===== config.mk =====
export PLATFORM = sky130hd
export DESIGN_NAME = frame_energy_voice_activity_detector_flat
export DESIGN_NICKNAME = d
export VERILOG_FILES = /design/src/hdl/fevad_pkg.sv /design/src/hdl/fevad_ifs.sv /design/src/hdl/frame_energy_voice_activity_detector.sv /design/src/hdl/fevad_front.sv /design/src/hdl/fevad_fifo.sv /design/src/hdl/fevad_div.sv /design/src/hdl/fevad_back.sv /design/src/flat_wrapper.sv
export VERILOG_INCLUDE_DIRS = /design/src /design/src/hdl
export SDC_FILE = /design/constraint.sdc
export NUM_CORES = 2
export LEC_CHECK = 0
export ABC_AREA = 1
export BUFFER_PORTS_ARGS = -buffer_cell sky130_fd_sc_hd__buf_4
export CORE_ASPECT_RATIO = 0.9
export CORE_UTILIZATION = 25
export CTS_CLUSTER_DIAMETER = 120
export DETAILED_ROUTE_END_ITERATION = 6
export PLACE_DENSITY = 0.5
export SLEW_MARGIN = 20
export SYNTH_ARGS = -nofsm -noshare
export SYNTH_HDL_FRONTEND = slang
export SYNTH_SLANG_ARGS = --single-unit

===== constraint.sdc =====
create_clock -name clk_i -period 5.4 [get_ports clk_i]
set_clock_uncertainty 0.15 [all_clocks]
set_input_delay 0.54 -clock clk_i [delete_from_list [all_inputs] [get_ports clk_i]]
set_output_delay 0.54 -clock clk_i [all_outputs]
set_load 0.05 [all_outputs]

===== src/hdl/assert_macros.svh =====
// assertion macros shared by the detector modules
`ifndef ASSERT_MACROS_SVH
`define ASSERT_MACROS_SVH

// property must hold at every rising clock edge outside reset
`define FEVAD_ASSERT(lbl, prop, msg) \
  lbl: assert property (@(posedge clk_i) disable iff (!rst_ni) prop) else $error(msg);

// condition must never be seen at a rising clock edge outside reset
`define FEVAD_NEVER(lbl, cond, msg) \
  lbl: assert property (@(posedge clk_i) disable iff (!rst_ni) !(cond)) else $error(msg);

`endif


===== src/hdl/fevad_pkg.sv =====
// shared constants and types of the frame energy voice activity detector
package fevad_pkg;

  // parameter defaults
  localparam int FRAME_SAMPLES_DEF = 320;
  localparam int FRAME_MS_DEF      = 20;
  localparam int COUNT_BITS_DEF    = 24;

  // field widths
  localparam int SAMPLE_W    = 16;
  localparam int SQ_W        = 32;
  localparam int SUM_W       = 40;
  localparam int RMS_W       = 16;
  localparam int CNT_FIELD_W = 24;
  localparam int RATIO_W     = 17;
  localparam int RATIO_FRAC  = 16;
  localparam int MS_W        = 16;

  // result limits
  localparam logic [CNT_FIELD_W-1:0] CNT_FIELD_MAX = '1;
  localparam logic [RMS_W-1:0]       MEAN_MAX      = 16'd32768;
  localparam logic [RATIO_W-1:0]     RATIO_MAX     = 17'd65536;

  // integer square root: radicand width and first trial bit
  localparam int              ROOT_W     = 32;
  localparam logic [ROOT_W-1:0] ROOT_START = 32'h4000_0000;

  // frame queue between front and back
  localparam int QUEUE_DEPTH = 2;

  // configuration port
  localparam int CFG_IDX_W  = 2;
  localparam int CFG_DATA_W = 16;

  typedef enum logic [CFG_IDX_W-1:0] {
    CFG_RMS_THRESHOLD = 2'd0,
    CFG_MIN_SPEECH_MS = 2'd1,
    CFG_VAD_ENABLED   = 2'd2
  } cfg_idx_e;

  localparam logic [RMS_W-1:0] RMS_THRESHOLD_RST = 16'd328;
  localparam logic [MS_W-1:0]  MIN_SPEECH_MS_RST = 16'd200;
  localparam logic             VAD_ENABLED_RST   = 1'b1;

  // live configuration handed to the back end
  typedef struct packed {
    logic [RMS_W-1:0] rms_threshold;
    logic [MS_W-1:0]  min_speech_ms;
    logic             skip_en;
  } cfg_t;

endpackage


===== src/hdl/fevad_ifs.sv =====
// channel interfaces: samples in, summary out, register writes

interface fevad_sample_if;
  logic                                 valid;
  logic                                 ready;
  logic signed [fevad_pkg::SAMPLE_W-1:0] sample;
  logic                                 last;

  modport source (output valid, output sample, output last, input ready);
  modport sink   (input valid, input sample, input last, output ready);
endinterface

interface fevad_result_if;
  logic                              valid;
  logic                              ready;
  logic                              speech_present;
  logic                              skip;
  logic [fevad_pkg::CNT_FIELD_W-1:0] speech_frame_count;
  logic [fevad_pkg::CNT_FIELD_W-1:0] frame_count;
  logic [fevad_pkg::RMS_W-1:0]       mean_rms;
  logic [fevad_pkg::RATIO_W-1:0]     speech_share;

  modport source (output valid, output speech_present, output skip,
                  output speech_frame_count, output frame_count, output mean_rms,
                  output speech_share, input ready);
  modport sink   (input valid, input speech_present, input skip,
                  input speech_frame_count, input frame_count, input mean_rms,
                  input speech_share, output ready);
endinterface

interface fevad_cfg_if;
  logic                             valid;
  logic                             ready;
  logic [fevad_pkg::CFG_IDX_W-1:0]  index;
  logic [fevad_pkg::CFG_DATA_W-1:0] data;

  modport source (output valid, output index, output data, input ready);
  modport sink   (input valid, input index, input data, output ready);
endinterface


===== src/hdl/frame_energy_voice_activity_detector.sv =====
// Frame energy voice activity detector, top level. Signed samples of one recording enter one
// per cycle on in_i, the final one flagged by last; they are squared and summed per frame of
// FRAME_SAMPLES, and each closed frame goes through a two-entry queue to the back end, which
// takes the frame mean by the shared one-bit-per-cycle divider, its integer root and updates
// the frame counters. Samples are taken at one per cycle whenever the queue has room; with
// short frames the back end sets the rate. After the last sample two further divisions (mean
// rms and speech ratio) run before the single summary transaction appears on out_o, where it
// is held until taken while the front goes on accepting the next recording as long as the
// queue has room. Register writes on cfg_i (threshold, minimum speech time, skip enable) are
// always accepted and must be made while the block is idle.
module frame_energy_voice_activity_detector #(
  parameter int FRAME_SAMPLES = fevad_pkg::FRAME_SAMPLES_DEF,
  parameter int FRAME_MS      = fevad_pkg::FRAME_MS_DEF,
  parameter int COUNT_BITS    = fevad_pkg::COUNT_BITS_DEF
) (
  input  logic            clk_i,
  input  logic            rst_ni,
  fevad_sample_if.sink    in_i,
  fevad_result_if.source  out_o,
  fevad_cfg_if.sink       cfg_i
);

  localparam int LEN_W  = $clog2(FRAME_SAMPLES + 1);
  localparam int JOB_W  = fevad_pkg::SUM_W + LEN_W + 1;
  localparam int RAT_W  = COUNT_BITS + fevad_pkg::RATIO_FRAC;
  localparam int DVD_W  = (RAT_W > fevad_pkg::SUM_W) ? RAT_W : fevad_pkg::SUM_W;
  localparam int DVS_W  = (COUNT_BITS > LEN_W) ? COUNT_BITS : LEN_W;

  fevad_pkg::cfg_t  cfg_q;
  logic             push;
  logic             full;
  logic [JOB_W-1:0] job_in;
  logic             pop;
  logic             job_valid;
  logic [JOB_W-1:0] job_out;

  // configuration registers, unknown indexes ignored
  assign cfg_i.ready = 1'b1;

  always_ff @(posedge clk_i or negedge rst_ni) begin
    if (!rst_ni) begin
      cfg_q.rms_threshold <= fevad_pkg::RMS_THRESHOLD_RST;
      cfg_q.min_speech_ms <= fevad_pkg::MIN_SPEECH_MS_RST;
      cfg_q.skip_en       <= fevad_pkg::VAD_ENABLED_RST;
    end else if (cfg_i.valid) begin
      unique case (cfg_i.index)
        fevad_pkg::CFG_RMS_THRESHOLD: cfg_q.rms_threshold <= cfg_i.data;
        fevad_pkg::CFG_MIN_SPEECH_MS: cfg_q.min_speech_ms <= cfg_i.data;
        fevad_pkg::CFG_VAD_ENABLED:   cfg_q.skip_en       <= cfg_i.data[0];
        default: begin
        end
      endcase
    end
  end

  // sample accumulation
  fevad_front #(
    .FRAME_SAMPLES (FRAME_SAMPLES),
    .LEN_W         (LEN_W)
  ) u_front (
    .clk_i  (clk_i),
    .rst_ni (rst_ni),
    .in_i   (in_i),
    .full_i (full),
    .push_o (push),
    .job_o  (job_in)
  );

  // closed frame queue
  fevad_fifo #(
    .DATA_W (JOB_W),
    .DEPTH  (fevad_pkg::QUEUE_DEPTH)
  ) u_fifo (
    .clk_i   (clk_i),
    .rst_ni  (rst_ni),
    .push_i  (push),
    .data_i  (job_in),
    .full_o  (full),
    .pop_i   (pop),
    .valid_o (job_valid),
    .data_o  (job_out)
  );

  // frame rms and summary
  fevad_back #(
    .FRAME_MS   (FRAME_MS),
    .COUNT_BITS (COUNT_BITS),
    .LEN_W      (LEN_W),
    .DVD_W      (DVD_W),
    .DVS_W      (DVS_W)
  ) u_back (
    .clk_i       (clk_i),
    .rst_ni      (rst_ni),
    .cfg_i       (cfg_q),
    .job_valid_i (job_valid),
    .job_i       (job_out),
    .pop_o       (pop),
    .res_o       (out_o)
  );

endmodule


===== src/hdl/fevad_front.sv =====
// front end: squares samples, sums them per frame and queues closed frames
`include "assert_macros.svh"

module fevad_front #(
  parameter int FRAME_SAMPLES = fevad_pkg::FRAME_SAMPLES_DEF,
  parameter int LEN_W         = $clog2(fevad_pkg::FRAME_SAMPLES_DEF + 1)
) (
  input  logic                                  clk_i,
  input  logic                                  rst_ni,
  fevad_sample_if.sink                          in_i,
  input  logic                                  full_i,
  output logic                                  push_o,
  output logic [fevad_pkg::SUM_W+LEN_W:0]       job_o
);

  localparam int FILL_W = $clog2(FRAME_SAMPLES);

  logic [FILL_W-1:0]              fill_q;
  logic [fevad_pkg::SUM_W-1:0]    sum_q;
  logic                           s2_valid_q;
  logic [fevad_pkg::SQ_W-1:0]     sq_q;
  logic [LEN_W-1:0]               len_q;
  logic                           last_q;
  logic                           close_q;

  logic [fevad_pkg::SAMPLE_W-1:0] raw;
  logic [fevad_pkg::SAMPLE_W-1:0] mag;
  logic [fevad_pkg::SQ_W-1:0]     sq;
  logic [LEN_W-1:0]               len_in;
  logic                           close_in;
  logic                           accept;
  logic                           s2_go;
  logic [fevad_pkg::SUM_W-1:0]    sum_new;

  // magnitude and square of the incoming sample
  assign raw = in_i.sample;
  assign mag = raw[fevad_pkg::SAMPLE_W-1] ? (~raw + 16'd1) : raw;
  assign sq  = fevad_pkg::SQ_W'(mag) * fevad_pkg::SQ_W'(mag);

  // frame boundary decided on entry
  assign len_in   = LEN_W'(fill_q) + LEN_W'(1);
  assign close_in = (len_in >= LEN_W'(FRAME_SAMPLES)) || in_i.last;

  // second stage adds the square, stalls only on a full queue at frame end
  assign s2_go      = s2_valid_q && (!close_q || !full_i);
  assign in_i.ready = !s2_valid_q || s2_go;
  assign accept     = in_i.valid && in_i.ready;
  assign sum_new    = sum_q + fevad_pkg::SUM_W'(sq_q);

  assign push_o = s2_go && close_q;
  assign job_o  = {last_q, len_q, sum_new};

  // sample register and frame accumulator
  always_ff @(posedge clk_i or negedge rst_ni) begin
    if (!rst_ni) begin
      fill_q     <= '0;
      sum_q      <= '0;
      s2_valid_q <= 1'b0;
      sq_q       <= '0;
      len_q      <= '0;
      last_q     <= 1'b0;
      close_q    <= 1'b0;
    end else begin
      if (accept) begin
        sq_q       <= sq;
        len_q      <= len_in;
        last_q     <= in_i.last;
        close_q    <= close_in;
        fill_q     <= close_in ? '0 : FILL_W'(len_in);
        s2_valid_q <= 1'b1;
      end else if (s2_go) begin
        s2_valid_q <= 1'b0;
      end
      if (s2_go) begin
        sum_q <= close_q ? '0 : sum_new;
      end
    end
  end

  `FEVAD_ASSERT(a_fill_in_frame, fill_q < FILL_W'(FRAME_SAMPLES - 1) || fill_q == FILL_W'(FRAME_SAMPLES - 1), "frame fill beyond frame length")
  `FEVAD_ASSERT(a_short_close_only_last, (s2_valid_q && close_q && len_q != LEN_W'(FRAME_SAMPLES)) |-> last_q, "short frame closed without last sample")

endmodule


===== src/hdl/fevad_fifo.sv =====
// short queue of closed frames between front and back
`include "assert_macros.svh"

module fevad_fifo #(
  parameter int DATA_W = 51,
  parameter int DEPTH  = fevad_pkg::QUEUE_DEPTH
) (
  input  logic              clk_i,
  input  logic              rst_ni,
  input  logic              push_i,
  input  logic [DATA_W-1:0] data_i,
  output logic              full_o,
  input  logic              pop_i,
  output logic              valid_o,
  output logic [DATA_W-1:0] data_o
);

  localparam int PTR_W = (DEPTH > 1) ? $clog2(DEPTH) : 1;
  localparam int CNT_W = $clog2(DEPTH + 1);

  logic [DATA_W-1:0] mem_q [DEPTH];
  logic [PTR_W-1:0]  wr_ptr_q;
  logic [PTR_W-1:0]  rd_ptr_q;
  logic [CNT_W-1:0]  count_q;
  logic              do_push;
  logic              do_pop;

  assign full_o  = (count_q == CNT_W'(DEPTH));
  assign valid_o = (count_q != '0);
  assign data_o  = mem_q[rd_ptr_q];
  assign do_push = push_i && !full_o;
  assign do_pop  = pop_i && valid_o;

  // storage
  always_ff @(posedge clk_i) begin
    if (do_push) begin
      mem_q[wr_ptr_q] <= data_i;
    end
  end

  // pointers and fill level
  always_ff @(posedge clk_i or negedge rst_ni) begin
    if (!rst_ni) begin
      wr_ptr_q <= '0;
      rd_ptr_q <= '0;
      count_q  <= '0;
    end else begin
      if (do_push) begin
        wr_ptr_q <= (wr_ptr_q == PTR_W'(DEPTH - 1)) ? '0 : wr_ptr_q + PTR_W'(1);
      end
      if (do_pop) begin
        rd_ptr_q <= (rd_ptr_q == PTR_W'(DEPTH - 1)) ? '0 : rd_ptr_q + PTR_W'(1);
      end
      if (do_push && !do_pop) begin
        count_q <= count_q + CNT_W'(1);
      end else if (do_pop && !do_push) begin
        count_q <= count_q - CNT_W'(1);
      end
    end
  end

  `FEVAD_NEVER(a_no_push_when_full, push_i && full_o, "frame pushed into a full queue")

endmodule


===== src/hdl/fevad_div.sv =====
// shared restoring divider, one quotient bit per cycle
module fevad_div #(
  parameter int DVD_W = 40,
  parameter int DVS_W = 24
) (
  input  logic             clk_i,
  input  logic             rst_ni,
  input  logic             start_i,
  input  logic [DVD_W-1:0] dividend_i,
  input  logic [DVS_W-1:0] divisor_i,
  output logic             busy_o,
  output logic             done_o,
  output logic [DVD_W-1:0] quotient_o
);

  localparam int CNT_W = $clog2(DVD_W + 1);

  logic             busy_q;
  logic             done_q;
  logic [CNT_W-1:0] cnt_q;
  logic [DVD_W-1:0] quo_q;
  logic [DVS_W-1:0] rem_q;
  logic [DVS_W-1:0] dvs_q;

  logic [DVS_W:0]   rem_sh;
  logic [DVS_W:0]   diff;
  logic             fits;

  // one trial subtraction
  assign rem_sh = {rem_q, quo_q[DVD_W-1]};
  assign diff   = rem_sh - {1'b0, dvs_q};
  assign fits   = (rem_sh >= {1'b0, dvs_q});

  assign busy_o     = busy_q;
  assign done_o     = done_q;
  assign quotient_o = quo_q;

  always_ff @(posedge clk_i or negedge rst_ni) begin
    if (!rst_ni) begin
      busy_q <= 1'b0;
      done_q <= 1'b0;
      cnt_q  <= '0;
      quo_q  <= '0;
      rem_q  <= '0;
      dvs_q  <= '0;
    end else begin
      done_q <= 1'b0;
      if (start_i && !busy_q) begin
        busy_q <= 1'b1;
        cnt_q  <= CNT_W'(DVD_W);
        quo_q  <= dividend_i;
        rem_q  <= '0;
        dvs_q  <= divisor_i;
      end else if (busy_q) begin
        quo_q <= {quo_q[DVD_W-2:0], fits};
        rem_q <= fits ? diff[DVS_W-1:0] : rem_sh[DVS_W-1:0];
        cnt_q <= cnt_q - CNT_W'(1);
        if (cnt_q == CNT_W'(1)) begin
          busy_q <= 1'b0;
          done_q <= 1'b1;
        end
      end
    end
  end

endmodule


===== src/hdl/fevad_back.sv =====
// back end: frame rms by divide and root, frame counters and recording summary
`include "assert_macros.svh"

module fevad_back #(
  parameter int FRAME_MS   = fevad_pkg::FRAME_MS_DEF,
  parameter int COUNT_BITS = fevad_pkg::COUNT_BITS_DEF,
  parameter int LEN_W      = $clog2(fevad_pkg::FRAME_SAMPLES_DEF + 1),
  parameter int DVD_W      = 40,
  parameter int DVS_W      = 24
) (
  input  logic                            clk_i,
  input  logic                            rst_ni,
  input  fevad_pkg::cfg_t                 cfg_i,
  input  logic                            job_valid_i,
  input  logic [fevad_pkg::SUM_W+LEN_W:0] job_i,
  output logic                            pop_o,
  fevad_result_if.source                  res_o
);

  localparam int SUM_W     = fevad_pkg::SUM_W;
  localparam int RMS_W     = fevad_pkg::RMS_W;
  localparam int ROOT_W    = fevad_pkg::ROOT_W;
  localparam int FLD_W     = fevad_pkg::CNT_FIELD_W;
  localparam int MSM_W     = $clog2(FRAME_MS + 1);
  localparam int PROD_W    = COUNT_BITS + MSM_W;
  localparam int CMP_W     = (PROD_W > fevad_pkg::MS_W) ? PROD_W : fevad_pkg::MS_W;
  localparam int CNT_EXT_W = (COUNT_BITS > FLD_W) ? COUNT_BITS : FLD_W;

  typedef enum logic [2:0] {
    S_IDLE,
    S_FDIV,
    S_ROOT,
    S_ACC,
    S_MSTART,
    S_MDIV,
    S_RDIV,
    S_OUT
  } state_e;

  state_e                        state_q;
  logic                          last_q;
  logic [ROOT_W-1:0]             v_q;
  logic [ROOT_W-1:0]             res_q;
  logic [ROOT_W-1:0]             bit_q;
  logic [COUNT_BITS-1:0]         speech_q;
  logic [COUNT_BITS-1:0]         total_q;
  logic [SUM_W-1:0]              rms_total_q;
  logic [RMS_W-1:0]              mean_q;
  logic                          out_valid_q;
  logic                          has_q;
  logic                          skip_q;
  logic [FLD_W-1:0]              sc_q;
  logic [FLD_W-1:0]              fc_q;
  logic [RMS_W-1:0]              mean_out_q;
  logic [fevad_pkg::RATIO_W-1:0] ratio_q;

  logic                          div_start;
  logic [DVD_W-1:0]              div_dvd;
  logic [DVS_W-1:0]              div_dvs;
  logic                          div_busy;
  logic                          div_done;
  logic [DVD_W-1:0]              div_quo;

  logic [SUM_W-1:0]              job_sum;
  logic [LEN_W-1:0]              job_len;
  logic                          job_last;
  logic [ROOT_W-1:0]             trial;
  logic [RMS_W-1:0]              rms;
  logic [SUM_W:0]                rms_sum;
  logic [PROD_W-1:0]             speech_ms;
  logic                          min_met;
  logic [CNT_EXT_W-1:0]          speech_ext;
  logic [CNT_EXT_W-1:0]          total_ext;

  // unpack the queued frame
  assign job_sum  = job_i[SUM_W-1:0];
  assign job_len  = job_i[SUM_W +: LEN_W];
  assign job_last = job_i[SUM_W+LEN_W];
  assign pop_o    = (state_q == S_IDLE) && job_valid_i;

  // divider operand selection
  assign div_start = pop_o || (state_q == S_MSTART) || ((state_q == S_MDIV) && div_done);
  always_comb begin
    case (state_q)
      S_IDLE: begin
        div_dvd = DVD_W'(job_sum);
        div_dvs = DVS_W'(job_len);
      end
      S_MSTART: begin
        div_dvd = DVD_W'(rms_total_q);
        div_dvs = DVS_W'(total_q);
      end
      default: begin
        div_dvd = DVD_W'({speech_q, {fevad_pkg::RATIO_FRAC{1'b0}}});
        div_dvs = DVS_W'(total_q);
      end
    endcase
  end

  fevad_div #(
    .DVD_W (DVD_W),
    .DVS_W (DVS_W)
  ) u_div (
    .clk_i      (clk_i),
    .rst_ni     (rst_ni),
    .start_i    (div_start),
    .dividend_i (div_dvd),
    .divisor_i  (div_dvs),
    .busy_o     (div_busy),
    .done_o     (div_done),
    .quotient_o (div_quo)
  );

  // root step, rms accumulation and speech duration test
  assign trial      = res_q + bit_q;
  assign rms        = res_q[RMS_W-1:0];
  assign rms_sum    = {1'b0, rms_total_q} + (SUM_W + 1)'(rms);
  assign speech_ms  = PROD_W'(speech_q) * PROD_W'(FRAME_MS);
  assign min_met    = (CMP_W'(speech_ms) >= CMP_W'(cfg_i.min_speech_ms));
  assign speech_ext = CNT_EXT_W'(speech_q);
  assign total_ext  = CNT_EXT_W'(total_q);

  // result channel
  assign res_o.valid              = out_valid_q;
  assign res_o.speech_present     = has_q;
  assign res_o.skip               = skip_q;
  assign res_o.speech_frame_count = sc_q;
  assign res_o.frame_count        = fc_q;
  assign res_o.mean_rms           = mean_out_q;
  assign res_o.speech_share       = ratio_q;

  // sequencer with accumulators and result register
  always_ff @(posedge clk_i or negedge rst_ni) begin
    if (!rst_ni) begin
      state_q     <= S_IDLE;
      last_q      <= 1'b0;
      v_q         <= '0;
      res_q       <= '0;
      bit_q       <= '0;
      speech_q    <= '0;
      total_q     <= '0;
      rms_total_q <= '0;
      mean_q      <= '0;
      out_valid_q <= 1'b0;
      has_q       <= 1'b0;
      skip_q      <= 1'b0;
      sc_q        <= '0;
      fc_q        <= '0;
      mean_out_q  <= '0;
      ratio_q     <= '0;
    end else begin
      unique case (state_q)
        S_IDLE: begin
          if (job_valid_i) begin
            last_q  <= job_last;
            state_q <= S_FDIV;
          end
        end
        S_FDIV: begin
          if (div_done) begin
            v_q     <= div_quo[ROOT_W-1:0];
            res_q   <= '0;
            bit_q   <= fevad_pkg::ROOT_START;
            state_q <= S_ROOT;
          end
        end
        S_ROOT: begin
          if (v_q >= trial) begin
            v_q   <= v_q - trial;
            res_q <= (res_q >> 1) + bit_q;
          end else begin
            res_q <= res_q >> 1;
          end
          bit_q <= bit_q >> 2;
          if (bit_q == ROOT_W'(1)) begin
            state_q <= S_ACC;
          end
        end
        S_ACC: begin
          rms_total_q <= rms_sum[SUM_W] ? '1 : rms_sum[SUM_W-1:0];
          if (total_q != '1) begin
            total_q <= total_q + COUNT_BITS'(1);
          end
          if (rms >= cfg_i.rms_threshold && speech_q != '1) begin
            speech_q <= speech_q + COUNT_BITS'(1);
          end
          state_q <= last_q ? S_MSTART : S_IDLE;
        end
        S_MSTART: begin
          state_q <= S_MDIV;
        end
        S_MDIV: begin
          if (div_done) begin
            mean_q  <= (div_quo > DVD_W'(fevad_pkg::MEAN_MAX)) ? fevad_pkg::MEAN_MAX
                                                               : div_quo[RMS_W-1:0];
            state_q <= S_RDIV;
          end
        end
        S_RDIV: begin
          if (div_done) begin
            ratio_q     <= (div_quo > DVD_W'(fevad_pkg::RATIO_MAX))
                           ? fevad_pkg::RATIO_MAX : div_quo[fevad_pkg::RATIO_W-1:0];
            has_q       <= min_met;
            skip_q      <= cfg_i.skip_en && !min_met;
            sc_q        <= (speech_ext > CNT_EXT_W'(fevad_pkg::CNT_FIELD_MAX))
                           ? fevad_pkg::CNT_FIELD_MAX : speech_ext[FLD_W-1:0];
            fc_q        <= (total_ext > CNT_EXT_W'(fevad_pkg::CNT_FIELD_MAX))
                           ? fevad_pkg::CNT_FIELD_MAX : total_ext[FLD_W-1:0];
            mean_out_q  <= mean_q;
            out_valid_q <= 1'b1;
            speech_q    <= '0;
            total_q     <= '0;
            rms_total_q <= '0;
            state_q     <= S_OUT;
          end
        end
        S_OUT: begin
          if (res_o.ready) begin
            out_valid_q <= 1'b0;
            state_q     <= S_IDLE;
          end
        end
        default: begin
          state_q <= S_IDLE;
        end
      endcase
    end
  end

  `FEVAD_NEVER(a_div_start_busy, div_start && div_busy, "divider started while busy")
  `FEVAD_ASSERT(a_speech_le_total, speech_q <= total_q, "more speech frames than frames")
  `FEVAD_ASSERT(a_result_only_in_out, out_valid_q |-> (state_q == S_OUT), "result shown outside output state")

endmodule

===== src/flat_wrapper.sv =====
// flat-port wrapper written by rule: the top's interface ports become plain ports
module frame_energy_voice_activity_detector_flat 
#(
  parameter int FRAME_SAMPLES = fevad_pkg::FRAME_SAMPLES_DEF,
  parameter int FRAME_MS      = fevad_pkg::FRAME_MS_DEF,
  parameter int COUNT_BITS    = fevad_pkg::COUNT_BITS_DEF
)
  (clk_i, rst_ni, in_i_valid, in_i_sample, in_i_last, in_i_ready, out_o_valid, out_o_speech_present, out_o_skip, out_o_speech_frame_count, out_o_frame_count, out_o_mean_rms, out_o_speech_share, out_o_ready, cfg_i_valid, cfg_i_index, cfg_i_data, cfg_i_ready);
  fevad_sample_if in_i_i ();
  fevad_result_if out_o_i ();
  fevad_cfg_if cfg_i_i ();
  input  logic clk_i;
  input  logic rst_ni;
  input wire logic [$bits(in_i_i.valid)-1:0] in_i_valid;
  input wire logic [$bits(in_i_i.sample)-1:0] in_i_sample;
  input wire logic [$bits(in_i_i.last)-1:0] in_i_last;
  output wire logic [$bits(in_i_i.ready)-1:0] in_i_ready;
  output wire logic [$bits(out_o_i.valid)-1:0] out_o_valid;
  output wire logic [$bits(out_o_i.speech_present)-1:0] out_o_speech_present;
  output wire logic [$bits(out_o_i.skip)-1:0] out_o_skip;
  output wire logic [$bits(out_o_i.speech_frame_count)-1:0] out_o_speech_frame_count;
  output wire logic [$bits(out_o_i.frame_count)-1:0] out_o_frame_count;
  output wire logic [$bits(out_o_i.mean_rms)-1:0] out_o_mean_rms;
  output wire logic [$bits(out_o_i.speech_share)-1:0] out_o_speech_share;
  input wire logic [$bits(out_o_i.ready)-1:0] out_o_ready;
  input wire logic [$bits(cfg_i_i.valid)-1:0] cfg_i_valid;
  input wire logic [$bits(cfg_i_i.index)-1:0] cfg_i_index;
  input wire logic [$bits(cfg_i_i.data)-1:0] cfg_i_data;
  output wire logic [$bits(cfg_i_i.ready)-1:0] cfg_i_ready;
  assign in_i_i.valid = in_i_valid;
  assign in_i_i.sample = in_i_sample;
  assign in_i_i.last = in_i_last;
  assign in_i_ready = in_i_i.ready;
  assign out_o_valid = out_o_i.valid;
  assign out_o_speech_present = out_o_i.speech_present;
  assign out_o_skip = out_o_i.skip;
  assign out_o_speech_frame_count = out_o_i.speech_frame_count;
  assign out_o_frame_count = out_o_i.frame_count;
  assign out_o_mean_rms = out_o_i.mean_rms;
  assign out_o_speech_share = out_o_i.speech_share;
  assign out_o_i.ready = out_o_ready;
  assign cfg_i_i.valid = cfg_i_valid;
  assign cfg_i_i.index = cfg_i_index;
  assign cfg_i_i.data = cfg_i_data;
  assign cfg_i_ready = cfg_i_i.ready;
  frame_energy_voice_activity_detector #(.FRAME_SAMPLES(FRAME_SAMPLES), .FRAME_MS(FRAME_MS), .COUNT_BITS(COUNT_BITS)) u_core (.clk_i(clk_i), .rst_ni(rst_ni), .in_i(in_i_i), .out_o(out_o_i), .cfg_i(cfg_i_i));
endmodule

# --- After elaboration in Yosys (flattened, before gate mapping) ---
# Memories as Yosys holds them, arrays and structs flattened.
# Cells that the tools add are included.
op_classes:
  n_addsub: 15
  multipliers: 2
  magnitude_cmp: 9
  n_eq_ne: 23
  mux: 57
  bitwise_logic: 1
  n_reduce_logical: 46
ops:
  columns: ["op", "n"]
  rows:
  - ["24-bit two-way mux", 9]
  - ["40-bit two-way mux", 5]
  - ["32-bit one-hot mux with 2 select lines", 3]
  - ["32-bit two-way mux", 5]
  - ["40-bit one-hot mux with 2 select lines", 2]
  - ["24-bit one-hot mux with 2 select lines", 2]
  - ["24-bit by 1-bit adder with 24-bit output, second input constant", 2]
  - ["24-bit > comparator, second input constant", 2]
  - ["24-bit inequality test, second input constant", 2]
  - ["40-bit by 16-bit adder with 41-bit output", 1]
  - ["40-bit by 32-bit adder with 40-bit output", 1]
  - ["40-bit by 16-bit > comparator with 1-bit output, second input constant", 1]
  - ["40-bit by 17-bit > comparator with 1-bit output, second input constant", 1]
  - ["31-bit by 32-bit adder with 32-bit output", 1]
  - ["32-bit adder", 1]
  - ["32-bit by 1-bit == test with 1-bit output, second input constant", 1]
  - ["32-bit greater-or-equal comparator", 1]
  - ["16-bit by 16-bit multiplier with 32-bit output", 1]
  - ["16-bit two-way mux", 2]
  - ["32-bit subtractor", 1]
  - ["29-bit by 16-bit greater-or-equal comparator with 1-bit output", 1]
  - ["24-bit by 3-bit multiplier with 27-bit output, second input constant", 1]
  - ["25-bit by 24-bit greater-or-equal comparator with 1-bit output", 1]
  - ["3-bit one-hot mux with 8 select lines", 1]
  - ["other kinds (34)", 105]
word_totals:
  reg_bits: 514
  ramBits: 100
  in_bits: 40
  out_inout_bits: 86
  word_cells: 189
  memories: 1
mem_list:
  columns: ["memory", "words", "word_bits", "rd", "rd_ports_with_merged_regs", "write_ports", "line_no", "rtl"]
  rows:
  - ["u_core.u_fifo.mem_q", 2, 50, 1, 0, 1, "fevad_fifo.sv:21", "logic [DATA_W-1:0] mem_q [DEPTH];"]

# --- Longest topological paths before layout ---
depth:
  word_depth: 10
  ltp_mapped: 37
  depth_no_buf: 36

# --- Cells and area by module ---
# Synthesis repeated with hierarchy kept, for this count alone.
hier_totals:
  cells_unflattened: 6709
  area_unflattened_um2: 48099.9
by_module_without_submodules:
  columns: ["module", "instances", "cells_per_inst", "area_per_inst_um2", "seq_area_each_um2"]
  rows:
  - ["fevad_back", 1, 3354, 22158.8, 6806.5]
  - ["fevad_front", 1, 2065, 14580.2, 2302.2]
  - ["fevad_div", 1, 847, 6017.0, 2402.3]
  - ["fevad_fifo", 1, 293, 3947.5, 3103.0]
  - ["frame_energy_voice_activity_detector", 1, 150, 1396.3, 834.6]

# --- Least setup slack after synthesis ---
# No wires, ideal clock.
synth_timing:
  kind: "input to register"
  startpoint: "input in_i_sample[0]"
  endpoint: "register u_core.u_front.sq_q[31] (netlist bit)"
  setup_ns: 0.066
  arrival_ns: 7.121
  required_ns: 5.184
  slack_ns: -1.936
  cell_stages: 34
  path_buffers: 2
  cell_sequence: "inv_2 clkbuf_1 ha_1 nand2_1 nor2_1 nand3_1 nor3_2 nand2_1 nand2_1 nand2_1 xor2_1 clkbuf_1 nand2_1 fa_1 inv_1 fa_1 fa_1 fa_1 fa_1 inv_1 fa_1 inv_1 ha_1 a21oi_1 o21ai_0 inv_1 nor2_1 nor2_1 nand3_1 a21oi_1 inv_1 nand2_1 nand3_1 nand2_1"
synth_via:
  elab_chain_len: 4
synth_lines:
  columns: ["item", "line_no", "rtl"]
  rows:
  - ["from (decl)", "flat_wrapper.sv:15", "input wire logic [$bits(in_i_i.sample)-1:0] in_i_sample;"]
  - ["16-bit inverter", "fevad_front.sv:37", "assign mag = raw[fevad_pkg::SAMPLE_W-1] ? (~raw + 16'd1) : raw;"]
  - ["16-bit by 1-bit adder with 16-bit output", "fevad_front.sv:37", null]
  - ["16-bit two-way mux *", "fevad_front.sv:37", null]
  - ["16-bit by 16-bit multiplier with 32-bit output *", "fevad_front.sv:38", "assign sq = fevad_pkg::SQ_W'(mag) * fevad_pkg::SQ_W'(mag);"]
  - ["to (signal assigned)", "fevad_front.sv:65", "sq_q <= sq;"]
  - ["to (decl)", "fevad_front.sv:21", "logic [fevad_pkg::SQ_W-1:0] sq_q;"]
# Mark *: on every way between the ends. The rest lies on a longest branch, timed or not.
# A chain may end at the register's enable or synchronous reset.

# --- Worst setup path after layout ---
layout_timing:
  startpoint: "input in_i_sample[0]"
  endpoint: "register u_core.u_front.sq_q[22] (netlist bit)"
# Same word-level chain as after synthesis.

==> flow_metrics.py <==
metrics = {
    "critical_path": {
        "cp_slowest_cell": "fa_2",
        "end_kind": "flip-flop",
        "cpPeakStageDelay_ns": 0.56,
        "cpMostUsedCell": "fa_1",
        "cp_max_fo": 4,
        "crit_path_start": "in_i_sample[0]",
        "worstSetupPathType": "primary input to flip-flop",
        "timing.rr.start": "u_core.u_back.bit_q[2]",
        "start_kind": "primary input",
        "cp_data_required_time_ns": 5.85,
        "arrival_ns": 6.47,
    },
    "worst_hold_path": {
        "holdCritPathClass": "primary input to flip-flop",
        "min_from": "cfg_i_data[11]",
    },
    "drt": {
        "avgViaCountPerCell": 4.66,
        "drt_pass1_iterations": 7,
        "post-route-drc-count": 0,
        "vias": 42200,
        "drtAntennaViolNets": 0,
        "wirelength_um": 156000,
        "drt_iter0_drc": 3082,
        "wire_per_inst_um": 17.2,
    },
    "die": {
        "pin_count": 126,
        "placementRows": 149,
        "die_w_um": 456,
        "die-area_mm2": 0.187,
        "floorplan.die.height_um": 410,
        "initial_core_util_pct": 25.2,
        "core_area_mm2": 0.184,
    },
    "grt": {
        "overflow": 0,
        "grt_pass1_wl_um": 244000,
        "track_usage_pct": 16.5,
        "grt_pass1_vias": 41600,
        "grt_max_degree": 116,
        "antenna_found_initial": 0,
    },
    "run_status": {
        "failed_checks": "negative setup slack",
        "status": "finished with violations",
    },
    "logic_synthesis": {
        "async_flop_share_pct": 83.2,
        "synth_warnings": 0,
        "synth_top_area_cell": "dfrtp_1",
        "synthTopCellsByArea": "dfrtp_1 (26%), nand2_1 (13%), ha_1 (8.6%), fa_1 (7.3%), inv_1 (7.2%)",
        "avgSynthCellArea_um2": 7.47,
        "syn-instance-count": 6201,
        "ys_dominant_reg_cell": "dfrtp_1",
        "synth_edf_count": 100,
        "synth.distinct_cells": 66,
        "yosysTopAreaCellShare_pct": 26.5,
        "yosysSeqAreaShare_pct": 33.4,
        "ys_seq_elements": 597,
        "syn-cell-area_mm2": 0.0463,
    },
    "sta": {
        "grt_setup_unrepaired": "yes",
        "finalCritPeriodShare_pct": 112,
        "timing.final.ws_setup_ns": -0.623,
        "fin_crit_ns": 6.02,
        "hold_violations": 0,
        "max_freq_mhz": 166,
        "slew_headroom_pct": 28.6,
        "worst_slew_pin_slew_ns": 1.07,
        "slew_violations": 0,
        "setup_viol": 23,
    },
    "placed_design": {
        "dpl_cell_area_mm2": 0.0523,
        "port_buffers": 124,
        "routabilityCongestion": 0.942,
        "dp.cells": 8871,
        "dp_hpwl_um": 122000,
    },
    "clock_network": {
        "h-tree-depth": 3,
        "cts.sinks": 597,
        "cts_tree": "done",
        "cts-buffers-inserted": 78,
        "cts_root_buf": "clkbuf_16",
        "clk_pin_slew_ns": 0.07,
        "clk-insertion-delay-late_ns": 0.70,
        "cts_buffer_depth": 3,
    },
    "power": {
        "ir_drop_mv": 1.16,
        "power_w": 0.0322,
        "p_per_area_mw_per_mm2": 571,
        "p_leak_nw": 27.4,
    },
    "layout": {
        "layout-drive-gt1-share_pct": 13.7,
        "layoutNonFillerInstCount": 9050,
        "synthToLayoutAreaGrowth_pct": 21.6,
        "nNetsFinal": 7098,
        "fin_area_mm2": 0.0563,
        "n_antenna_cell": 0,
    },
    "run": {
        "cap_viol_max_count": 0,
    },
}
-- critical path: cells and delay by family --
kind	cells	cell delay, ns
and+or+nand+nor	14	1.36
buffers and inverters	9	0.74
xor gates and xnor gates	1	0.22
adders and majority gates	8	3.33
AOI/OAI and AO/OA	2	0.25
-- cells in the mapped netlist, types with 100 or more instances --
cell type / count
nand2_1: 1647
inv_1: 892
nor2_1: 521
dfrtp_1: 490
o21ai_0: 453
nand3_1: 326
ha_1: 317
a21oi_1: 240
fa_1: 169
clkbuf_1: 112
nor3_1: 104
xor2_1: 103
edfxtp_1: 100
-- flip-flops by register name, summed over array words and instances (netlist names), 31 cells and up --
name	count
u_core.u_front.sum_q	40
u_core.u_back.v_q	32
u_core.cfg_q	33
u_core.u_back.res_q	32
u_core.u_front.sq_q	31
u_core.u_fifo.mem_q	100
u_core.u_back.rms_total_q	40
u_core.u_back.u_div.quotient_o	40
-- per-stage QoR --
| stage | util (%) | hold slack [ns] | worst slack (ns) | setup TNS [ns] |
|---|---|---|---|---|
| after CTS | 30.3 | 0.00105 | -0.563 | -9.03 |
| after detailed placement | 28.5 | 0.310 | -1.57 | -35.38 |
| after global routing | 30.6 | 0.0392 | -0.900 | -17.45 |
| after floorplan | - | 0.0944 | -1.09 | -20.17 |
| after global placement | 28.5 | 0.302 | -1.54 | -34.82 |
| final | 30.6 | 0.0300 | -0.623 | -10.74 |
-- where the power goes --
group,leakage (nW),switching [W],internal (W)
combinational,18.4,0.0114,0.00960
clock,1.32,0.00223,0.00339
sequential,7.69,0.000266,0.00529
-- path summary, 6_finish.rpt --
| path | slack (ns) | depth (start not counted) | to |
|---|---|---|---|
| setup reg to reg | 0.49 | 22 | u_core.u_back.v_q[24] |
| min in group asynchronous | 0.39 | 2 | u_core.u_back.res_q[8] |
| hold reg to reg | 0.32 | 2 | u_core.u_back.res_o.frame_count[15] |
| hold / removal | 0.03 | 3 | u_core.cfg_q[12] |
| max in group asynchronous | 3.44 | 3 | u_core.u_back.u_div.dvs_q[14] |
| setup / recovery | -0.62 | 34 | u_core.u_front.sq_q[22] |
-- cells in the final DEF (no fill, tap or decap), drive strengths merged, types with 47 or more instances in the layout --
cell type     n
o221ai       47
o21ai       519
inv         918
nand2      1658
xnor2        67
nor3        110
xor2        103
fa          169
nor2        538
edfxtp      100
clkbuf      101
a21oi       242
ha          317
nand3       331
dfrtp       490
buf         445
nand4        96
-- final cells by class --
type	instances	area, um2
multi-input combinational	4523	27900
clock buffer	101	2130
fill	19700	127000
timing repair buffer	454	3700
inverter	918	3490
clock inverter	41	608
tap	2416	3020
sequential	597	15400
-- cell families after synthesis --
group / count (synthesis) / share of synthesized area, %
DFF: 597 / 33.4
other: 2 / 0.0162
and+or+nand+nor: 2830 / 25.7
xor gates and xnor gates: 170 / 3.22
adders and majority gates: 486 / 15.9
buffers and inverters: 1091 / 9.22
AOI/OAI and AO/OA: 1025 / 12.6
-- timing repair --
item	CTS	global route
buffers inserted	15	14
pin swaps	71	60
hold buffers	9	0
hold endpoints to repair	103	0
resized for setup	117	129
setup endpoints to repair	24	25
gates cloned	0	1
-- layer usage --
layer	vias up	track usage (%)	part of all wire (%)
met5	-	0	0
met4	0	5.67	3.1
met3	187	1.39	3.4
met2	793	27.7	47
met1	20200	22.3	47
li1	21000	-	-
Power figures use the tool's default switching activity.
